==> src/sv/cikm_pkg.sv <==
`default_nettype none

package cikm_pkg;

    // Keyword geometry
    localparam int unsigned KW_CELLS    = 24;
    localparam int unsigned KW_LEN_W    = 5;
    localparam int unsigned CHAR_W      = 8;
    localparam int unsigned CFG_DATA_W  = 64;
    localparam int unsigned CFG_INDEX_W = 3;

    // Register indexes
    localparam logic [CFG_INDEX_W-1:0] REG_KW_LENGTH = 3'd0;
    localparam logic [CFG_INDEX_W-1:0] REG_KW_LOW    = 3'd1;
    localparam logic [CFG_INDEX_W-1:0] REG_KW_MID    = 3'd2;
    localparam logic [CFG_INDEX_W-1:0] REG_KW_HIGH   = 3'd3;

    // ASCII case folding
    localparam logic [CHAR_W-1:0] ASCII_UPPER_A = 8'h41;
    localparam logic [CHAR_W-1:0] ASCII_UPPER_Z = 8'h5A;
    localparam logic [CHAR_W-1:0] ASCII_CASE_OFFSET = 8'd32;

    // Per-request control broadcast to every cell
    typedef struct packed {
        logic              en;       // request accepted this cycle
        logic              present;  // request carries a real byte
        logic              clear;    // request closes the record
        logic [CHAR_W-1:0] text;     // folded text byte
    } t_cell_ctl;

    function automatic logic [CHAR_W-1:0] fold_case(input logic [CHAR_W-1:0] c);
        logic [CHAR_W-1:0] res;
        res = c;
        if (c >= ASCII_UPPER_A && c <= ASCII_UPPER_Z) begin
            res = c + ASCII_CASE_OFFSET;
        end
        return res;
    endfunction

endpackage

`default_nettype wire

==> src/sv/cikm_cell.sv <==
`default_nettype none

// One keyword position: holds the flag "keyword prefix up to here ends at the
// latest byte" and hands it to the next position every accepted byte.
module cikm_cell (
    input  wire logic                      i_clk,
    input  wire logic                      i_rst_n,
    input  wire cikm_pkg::t_cell_ctl       i_ctl,
    input  wire logic [cikm_pkg::CHAR_W-1:0] i_key,
    input  wire logic                      i_prev,
    input  wire logic                      i_is_last,
    output logic                           o_match,
    output logic                           o_hit
);

    logic r_match;
    logic n_match;
    logic w_step;

    // Extend the prefix when this byte equals the folded keyword byte
    assign w_step = i_ctl.present && i_prev && (i_ctl.text == cikm_pkg::fold_case(i_key));

    always_comb begin
        n_match = r_match;
        if (i_ctl.en) begin
            if (i_ctl.clear) begin
                n_match = 1'b0;
            end else if (i_ctl.present) begin
                n_match = w_step;
            end
        end
    end

    always_ff @(posedge i_clk) begin
        if (!i_rst_n) begin
            r_match <= 1'b0;
        end else begin
            r_match <= n_match;
        end
    end

    assign o_match = r_match;
    assign o_hit   = w_step && i_is_last;

endmodule

`default_nettype wire

==> src/sv/case_insensitive_keyword_matcher_unit.sv <==
`default_nettype none

// Case-insensitive keyword matcher. Text bytes of a list of records stream in
// on s_axis, one byte per cycle unless stalled; a row of 24 cells, one per
// keyword position, tracks every partial match at once, so a new byte can be
// taken on every clock. One result leaves on m_axis per record end, through
// an output register in the cycle after the closing request is accepted;
// the input stalls only while that output register is full and
// m_axis_tready is low. Program the keyword through the cfg port while the
// stream is idle: index 0 length (0 matches every record, above 24 acts as 24),
// indexes 1..3 keyword bytes 0-7, 8-15, 16-23 with the first byte lowest.
module case_insensitive_keyword_matcher_unit (
    input  wire logic                                i_clk,
    input  wire logic                                i_rst_n,
    // configuration
    input  wire logic                                i_cfg_we,
    input  wire logic [cikm_pkg::CFG_INDEX_W-1:0]    i_cfg_index,
    input  wire logic [cikm_pkg::CFG_DATA_W-1:0]     i_cfg_data,
    // input stream
    input  wire logic                                s_axis_tvalid,
    output logic                                     s_axis_tready,
    input  wire logic [7:0]                          s_axis_tdata,  // [7:0] text_char
    input  wire logic [1:0]                          s_axis_tuser,  // [0] char_present, [1] last_of_list
    input  wire logic                                s_axis_tlast,  // last_of_record
    // result stream
    output logic                                     m_axis_tvalid,
    input  wire logic                                m_axis_tready,
    output logic [7:0]                               m_axis_tdata,  // [0] record_matched, [1] any_matched, [7:2] zero
    output logic                                     m_axis_tlast   // list_done
);

    localparam int unsigned N = cikm_pkg::KW_CELLS;

    // Configuration registers
    logic [cikm_pkg::KW_LEN_W-1:0]   r_kw_len;
    logic [cikm_pkg::CFG_DATA_W-1:0] r_kw_low;
    logic [cikm_pkg::CFG_DATA_W-1:0] r_kw_mid;
    logic [cikm_pkg::CFG_DATA_W-1:0] r_kw_high;

    always_ff @(posedge i_clk) begin
        if (!i_rst_n) begin
            r_kw_len  <= cikm_pkg::KW_LEN_W'(1);
            r_kw_low  <= '0;
            r_kw_mid  <= '0;
            r_kw_high <= '0;
        end else if (i_cfg_we) begin
            case (i_cfg_index)
                cikm_pkg::REG_KW_LENGTH: r_kw_len  <= i_cfg_data[cikm_pkg::KW_LEN_W-1:0];
                cikm_pkg::REG_KW_LOW:    r_kw_low  <= i_cfg_data;
                cikm_pkg::REG_KW_MID:    r_kw_mid  <= i_cfg_data;
                cikm_pkg::REG_KW_HIGH:   r_kw_high <= i_cfg_data;
                default: ;
            endcase
        end
    end

    // Clamp the length to the number of cells
    logic [cikm_pkg::KW_LEN_W-1:0] w_len;
    logic                          w_len_zero;
    logic [3*cikm_pkg::CFG_DATA_W-1:0] w_key_all;

    assign w_len = (r_kw_len > cikm_pkg::KW_LEN_W'(N)) ? cikm_pkg::KW_LEN_W'(N) : r_kw_len;
    assign w_len_zero = (w_len == '0);
    assign w_key_all = {r_kw_high, r_kw_mid, r_kw_low};

    // Accept while the result register is free or being drained
    logic r_out_valid;
    logic w_accept;
    assign s_axis_tready = !r_out_valid || m_axis_tready;
    assign w_accept = s_axis_tvalid && s_axis_tready;

    cikm_pkg::t_cell_ctl w_ctl;
    always_comb begin
        w_ctl.en      = w_accept;
        w_ctl.present = s_axis_tuser[0];
        w_ctl.clear   = s_axis_tlast;
        w_ctl.text    = cikm_pkg::fold_case(s_axis_tdata);
    end

    // Row of keyword cells
    logic [N-1:0] w_match;
    logic [N-1:0] w_hit;

    for (genvar j = 0; j < N; j++) begin : g_cell
        logic w_prev;
        logic w_is_last;
        if (j == 0) begin : g_head
            assign w_prev = 1'b1;
        end else begin : g_body
            assign w_prev = w_match[j-1];
        end
        assign w_is_last = (w_len == cikm_pkg::KW_LEN_W'(j + 1));

        cikm_cell u_cell (
            .i_clk     (i_clk),
            .i_rst_n   (i_rst_n),
            .i_ctl     (w_ctl),
            .i_key     (w_key_all[j*cikm_pkg::CHAR_W +: cikm_pkg::CHAR_W]),
            .i_prev    (w_prev),
            .i_is_last (w_is_last),
            .o_match   (w_match[j]),
            .o_hit     (w_hit[j])
        );
    end

    // Record and list flags
    logic r_record_hit;
    logic r_list_hit;
    logic w_hit_now;
    logic w_rec_total;
    logic w_list_total;

    assign w_hit_now    = |w_hit;
    assign w_rec_total  = r_record_hit || w_hit_now || w_len_zero;
    assign w_list_total = r_list_hit || w_rec_total;

    always_ff @(posedge i_clk) begin
        if (!i_rst_n) begin
            r_record_hit <= 1'b0;
            r_list_hit   <= 1'b0;
        end else if (w_accept) begin
            if (s_axis_tlast) begin
                r_record_hit <= 1'b0;
                r_list_hit   <= s_axis_tuser[1] ? 1'b0 : w_list_total;
            end else if (w_hit_now) begin
                r_record_hit <= 1'b1;
            end
        end
    end

    // Result register
    logic r_out_rec;
    logic r_out_any;
    logic r_out_last;

    always_ff @(posedge i_clk) begin
        if (!i_rst_n) begin
            r_out_valid <= 1'b0;
        end else if (w_accept && s_axis_tlast) begin
            r_out_valid <= 1'b1;
        end else if (m_axis_tready) begin
            r_out_valid <= 1'b0;
        end
    end

    always_ff @(posedge i_clk) begin
        if (w_accept && s_axis_tlast) begin
            r_out_rec  <= w_rec_total;
            r_out_any  <= w_list_total;
            r_out_last <= s_axis_tuser[1];
        end
    end

    assign m_axis_tvalid = r_out_valid;
    assign m_axis_tdata  = {6'b0, r_out_any, r_out_rec};
    assign m_axis_tlast  = r_out_last;

    // Checks
    a_rec_implies_any: assert property (@(posedge i_clk) disable iff (!i_rst_n)
        m_axis_tvalid |-> (!m_axis_tdata[0] || m_axis_tdata[1]))
        else $error("record match without list match");

    a_cells_clear: assert property (@(posedge i_clk) disable iff (!i_rst_n)
        (w_accept && s_axis_tlast) |=> (w_match == '0))
        else $error("cell flags not cleared at record end");

    a_list_clear: assert property (@(posedge i_clk) disable iff (!i_rst_n)
        (w_accept && s_axis_tlast && s_axis_tuser[1]) |=> (!r_list_hit && !r_record_hit))
        else $error("list flag not cleared at list end");

    a_no_accept_when_full: assert property (@(posedge i_clk) disable iff (!i_rst_n)
        (r_out_valid && !m_axis_tready) |-> !w_accept)
        else $error("request accepted over a waiting result");

endmodule

`default_nettype wire

==> config.mk <==
export PLATFORM = sky130hd
export DESIGN_NAME = case_insensitive_keyword_matcher_unit
export DESIGN_NICKNAME = d
export VERILOG_FILES = /design/src/sv/cikm_pkg.sv /design/src/sv/cikm_cell.sv /design/src/sv/case_insensitive_keyword_matcher_unit.sv
export SDC_FILE = /design/constraint.sdc
export NUM_CORES = 1
export LEC_CHECK = 0
export ABC_AREA = 1
export BUFFER_PORTS_ARGS = -buffer_cell sky130_fd_sc_hd__buf_2
export CORE_UTILIZATION = 60
export CTS_BUF_LIST = sky130_fd_sc_hd__clkbuf_16
export CTS_CLUSTER_SIZE = 25
export DETAILED_ROUTE_END_ITERATION = 8
export GPL_ROUTABILITY_DRIVEN = 0
export PLACE_DENSITY = 0.79
export SETUP_SLACK_MARGIN = 0.02
export SLEW_MARGIN = 25
export SYNTH_ARGS = -nofsm -noshare
export SYNTH_HDL_FRONTEND = slang
export SYNTH_SLANG_ARGS = --single-unit
==> constraint.sdc <==
create_clock -name i_clk -period 4.5 [get_ports i_clk]
set_clock_uncertainty 0.2 [all_clocks]
set_input_delay 0.225 -clock i_clk [delete_from_list [all_inputs] [get_ports i_clk]]
set_output_delay 0.225 -clock i_clk [all_outputs]
set_load 0.005 [all_outputs]
# Word-level counts from Yosys, hierarchy flattened

Index checks and enable logic that the tools add are counted.

Flip-flop bits (word level): 226
Latch bits: 0
Bits in writable memories: 0
Bits in read-only memories: 0
Input port bits: 83
Output and inout port bits: 11
Logic and storage cells: 353
Memories: 0

$add $sub $neg: 25
Multiply operators: 0
Divide/modulo/power cells: 0
Magnitude comparators: 51
Equal/unequal tests: 51
Shifts and indexed selects: 0
Multiplexer cells: 77
Bitwise logic cells: 0
Reduce and logical (&&, ||, !) cells: 116

Operator list:

| operator              | count |
|---|---|
| $add A8 B6 Y8 const B | 25 |
| $ge A8 B7 Y1 const B  | 25 |
| $le A8 B7 Y1 const B  | 25 |
| $mux W8               | 25 |
| $eq A8 B8 Y1          | 24 |
| $logic_and A1 B1 Y1   | 98 |
| $mux W1               | 51 |
| $eq A5 B5 Y1 const B  | 9 |
| $eq A5 B4 Y1 const B  | 8 |
| $reduce_or A24 Y1     | 1 |
| $eq A5 B3 Y1 const B  | 4 |
| $reduce_and A2 Y1     | 7 |
| $eq A5 B2 Y1 const B  | 2 |
| $eq A3 B2 Y1 const B  | 2 |
| $reduce_bool A2 Y1    | 3 |
| $eq A5 B1 Y1 const B  | 1 |
| $gt A5 B5 Y1 const B  | 1 |
| $logic_not A5 Y1      | 1 |
| $mux W5               | 1 |
| $logic_or A1 B1 Y1    | 4 |
| $eq A3 B1 Y1 const B  | 1 |
| $logic_not A3 Y1      | 1 |
| $logic_not A1 Y1      | 1 |

# Longest topological paths before layout

Depth in word-level cells: 11
Gate-level depth with buffers: 20
Gate-level depth less buffers: 19

# By module

A second synthesis with hierarchy kept.

Cells, all modules: 2,793
Area, all modules: 16,627.2 sq um

Modules (own cells, without submodules):

| module                                | times used | cells each | area an instance (sq um) | seq. area each (sq um) |
|---|---|---|---|---|
| cikm_cell (g_cell[0].u_cell ...)      | 23         | 75         | 367.9                    | 20.0 |
| case_insensitive_keyword_matcher_unit | 1          | 992        | 7,788.7                  | 4,093.9 |
| cikm_cell (g_cell[9].u_cell)          | 1          | 76         | 377.9                    | 20.0 |

# Least setup slack after synthesis

No wires, ideal clock.

Path type: input port to flip-flop
Start: input s_axis_tdata[2]
End: register r_out_any, data pin
Library setup time: 252 ps
Data arrival time: 1,723 ps
Required time: 4,048 ps
Slack: 2,325 ps
Cell stages on the path: 18
Buffers on the path: 2
Cell sequence: buf_6 > inv_4 > nand2_2 > nand2_2 > nand3_4 > nor2_2 > nor2_4 > buf_4 > nand2_1 > nand2_1 > nand4_1 > nand2_1 > nor2_1 > nand2_1 > nor2_2 > nand3_2 > nor2_2 > inv_1

Word-level cells in the longest chain between the ends: 10
Elaborated cells between the ends (all ways): 81
Classes of those cells: add/sub: 1; order compare: 2; eq/ne: 24; mux: 1; reduce/logical: 53

RTL lines:

| what                                         | line                                         | RTL |
|---|---|---|
| start: declaration                           | case_insensitive_keyword_matcher_unit.sv:22  | `input wire logic [7:0] s_axis_tdata,` |
| $ge A8 B7 Y1 or $le A8 B7 Y1 (tied branches) | cikm_pkg.sv:34                               | `if (c >= ASCII_UPPER_A && c <= ASCII_UPPER_Z) begin` |
| $logic_and A1 B1 Y1                          | cikm_pkg.sv:34                               |  |
| $mux W8 *                                    | cikm_pkg.sv:34                               |  |
| $eq A8 B8 Y1                                 | cikm_cell.sv:21                              | `assign w_step = i_ctl.present && i_prev && (i_ctl.text == cikm_pkg::fold_case(i_key));` |
| $logic_and A1 B1 Y1                          | cikm_cell.sv:21                              |  |
| $logic_and A1 B1 Y1                          | cikm_cell.sv:43                              | `assign o_hit = w_step && i_is_last;` |
| $reduce_or A24 Y1 *                          | case_insensitive_keyword_matcher_unit.sv:113 | `assign w_hit_now = \|w_hit;` |
| $logic_or A1 B1 Y1 * (2 in series)           | case_insensitive_keyword_matcher_unit.sv:114 | `assign w_rec_total = r_record_hit \|\| w_hit_now \|\| w_len_zero;` |
| named net w_rec_total                        | case_insensitive_keyword_matcher_unit.sv:110 | `logic w_rec_total;` |
| $logic_or A1 B1 Y1 *                         | case_insensitive_keyword_matcher_unit.sv:115 | `assign w_list_total = r_list_hit \|\| w_rec_total;` |
| named net w_list_total                       | case_insensitive_keyword_matcher_unit.sv:111 | `logic w_list_total;` |
| end signal: assignment                       | case_insensitive_keyword_matcher_unit.sv:149 | `r_out_any <= w_list_total;` |
| end: declaration                             | case_insensitive_keyword_matcher_unit.sv:133 | `logic r_out_any;` |

The timed path passes the listed nets; every way through them passes the cells marked *.
A chain may end at the register's enable or synchronous reset.

# Final worst setup path

Ends and elaborated chain as after synthesis.

==> results.toml <==
[outcome]
status = "completed"

[sta]
grt_setup_unrepaired = "false"
setup_viol = 0
hold_viol_final = 0
setup_ws_ps = 1700
slew_violations = 0
slew_headroom_pct = 30.8
fin_crit_ps = 2800
tns_ps = 0
worstMarginPinSlew_ps = 1040
timing.fmax_mhz = 357
period_share_pct = 62.3

[power_and_ir_drop]
pwr_density_cell_nw_per_um2 = 319
p_sw_share_pct = 27.5
p_clk_share_pct = 43.2
p_leak_uw = 0.00681
seqPwrFrac_pct = 43.5
p_int_uw = 3550
p_switching_uw = 1340
power_frac_comb_pct = 13.3
vdd_ir_drop_max_mv = 0.345
power_uw = 4900

[clock_tree]
post-cts-setup-buffers = 0
cts_resized = 0
cts_hold_buf = 81
clk_latency_ps = 530
clk_path_buf_depth = 3
tritoncts = "done"
root_buffer = "clkbuf_16"
cts.clk_slew.worst_paths_ps = 60
htree_levels = 1
cts.sinks = 226
cts_made_buffers = 26

[floorplan]
pin_count = 94
coreArea_um2 = 21300
die_w_um = 150
start_util_pct = 62.1
die_h_um = 150
row_count = 53
die-area_um2 = 22600

[synthesis]
ys_top_cells_by_area = "dfxtp_1, nand2_1, nor2_1"
synth_area_um2 = 13200
post_synth_num_cell_types = 39
synth-edff-count = 3
synthCells = 2107
synth_seq_cells = 226
ys_seq_area_share_pct = 34.4
yosys.area.top_type_share_pct = 33.8
synth_ff_type = "dfxtp_1"
yosysWarnings = 0
async_reset_ff_share_pct = 0
synth.largest_area_cell = "dfxtp_1"
syn_area_per_cell_um2 = 6.28

[drt]
drc = 0
via_per_inst = 5.78
drt-pass1-iter-count = 6
drt_iter0_drc = 1329
drt-total-wl_mm = 41.9
wl_per_cell_um = 16.7
ant_nets = 0
dr_total_vias = 14500

[worst_setup_path]
cp_max_fo = 18
crit_slowest_cell = "o21ai_2"
critPathCaptureType = "flop"
path_buf_inv = 4
worstSetupStartpointType = "input pin"
cp_data_required_time_ps = 4590
crit_path_max_incr_delay_ps = 610
cpMostUsedCell = "nand2_1"
criticalPathCategory = "input pin to flop"
critPathArrivalTime_ps = 2900
regToRegSetupSlack_ps = 1800
path_delay_family = "simple AND/OR/NAND/NOR gates"
crit_chain = "buf_2 > inv_4 > nand2_2 > nand2_2 > nand3_4 > o21ai_2 > buf_4 > nand3_1 > nand2_1 > nor2_1 > nand3_1 > nand2_1 > nor2_1 > nand2_1 > nor2_2 > nand3_2 > nor2_2 > inv_1"

[layout]
final_cell_mix = "nand2_1, nor2_1, inv_1"
nNetsFinal = 2319
fillCellCount = 1774
diodes = 0
drive_gt1_share_pct = 7.58
seq_area_um2 = 4550
areaGrowthSynthToFinish_pct = 15.9
layout_commonest_cell = "nand2_1"
multi_input_area_um2 = 7260

[global_route]
grt_max_degree = 98
grt_pass1_wl_mm = 67.1
grtUsageTotal_pct = 37.6
antenna_found_initial = 0
grt_pass1_vias = 13700
grt_remaining_overflow = 0

[placed_design]
hpwlAfterDp_mm = 27.4
io_buffers = 87
pre_cts_slack_ps = 1220

[run]
max-cap-violations = 0

[hold_path]
hp-class = "input pin to flop"
per-stage QoR:
| step | std cells | cell area (um^2) | utilization (%) | hold slack (ps) |
|---|---|---|---|---|
| 2_1_floorplan | 2112 | 13200 | - | 124 |
| 3_3_place_gp | 2377 | 13700 | 64.2 | 217 |
| 3_5_place_dp | 2377 | 13700 | 64.2 | 218 |
| 4_1_cts | 2506 | 15300 | 72.0 | 61.7 |
| 5_1_grt | 2506 | 15300 | 72.0 | 112 |
| 6_report | 2506 | 15300 | 72.0 | 90.3 |
worst reg2reg max path, stage by stage, from the launching register on:
cell and delay (ps):
dfxtp_1 680, clkinv_1 440, a21oi_1 280, nand2_1 130
inv_1 120, nand3_1 100, a21oi_1 150, nand3_1 100
nand2_1 70, nor2_1 40, nand2_1 70, nor2_2 40
nand3_2 70, nor2_2 40, inv_1 40
flip-flops by register name, indices dropped and copies added (netlist names):
| signal | cells |
|---|---|
| g_cell.u_cell.o_match | 23 |
| m_axis_tlast | 1 |
| m_axis_tvalid | 1 |
| r_kw_high | 64 |
| r_kw_len | 5 |
| r_kw_low | 64 |
| r_kw_mid | 64 |
| r_list_hit | 1 |
| r_out_any | 1 |
| r_out_rec | 1 |
| r_record_hit | 1 |
path summary, 6_finish.rpt:
| path | to | cells after the start | start |
|---|---|---|---|
| max | r_out_any | 18 | s_axis_tdata[2] |
| min | r_record_hit | 5 | s_axis_tvalid |
| max reg2reg | r_out_any | 14 | r_kw_len[4] |
| min reg2reg | g_cell[20].u_cell.o_match | 2 | g_cell[20].u_cell.o_match |
cell families after synthesis:
logic type               after synthesis  synth area share (%)
buffers and inverters                363                  11.1
XOR/XNOR                              21                  1.39
other                                  1                0.0284
AO/OA/AOI/OAI                        517                  20.5
adder cells (fa/ha/maj)               25                  2.37
flip-flops                           226                  34.4
AND/OR/NAND/NOR                      954                  30.2
cell usage after synthesis (2+ instances only):
| library cell | count |
|---|---|
| nand2_1 | 404 |
| nor2_1 | 337 |
| inv_1 | 241 |
| o21ai_0 | 225 |
| dfxtp_1 | 223 |
| a21oi_1 | 209 |
| nand3_1 | 109 |
| clkbuf_1 | 79 |
| nand4_1 | 63 |
| o22ai_1 | 48 |
| ha_1 | 25 |
| nor3_1 | 20 |
| buf_2 | 18 |
| o211ai_1 | 13 |
| xor2_1 | 13 |
| buf_4 | 11 |
| o21ai_1 | 10 |
| o21bai_1 | 8 |
| xnor2_1 | 8 |
| nor2_2 | 6 |
| buf_6 | 5 |
| inv_2 | 4 |
| edfxtp_1 | 3 |
| nand2_2 | 3 |
| nor4_1 | 3 |
| buf_1 | 2 |
| clkinv_1 | 2 |
| nand3_2 | 2 |
| nor2_4 | 2 |
| o2111ai_1 | 2 |
cell type report:
class                   count  share of cell area (%)
multi-input cells        1523                    47.3
flip-flops and latches    226                    29.7
repair buffers            186                    9.11
inverters                 248                    6.09
clock buffers              27                    4.41
well taps                 275                    2.24
clock inverters            21                    1.09
power groups by stage:
stage | Combinational (uW) | Clock (uW) | Sequential, uW
2_1_floorplan | 408 | 0 | 2160
3_3_place_gp | 567 | 0 | 2170
3_5_place_dp | 580 | 0 | 2170
4_1_cts | 636 | 2130 | 2130
5_1_grt | 719 | 2210 | 2140
6_report | 650 | 2110 | 2130
layer usage:
| layer | part of all wire (%) | global-route usage (%) |
|---|---|---|
| met5 | 0 | 0 |
| met4 | 5.6 | 21.0 |
| met3 | 8.8 | 6.12 |
| met2 | 45 | 62.2 |
| met1 | 41 | 46.3 |
(Power assumes the default switching activity.)
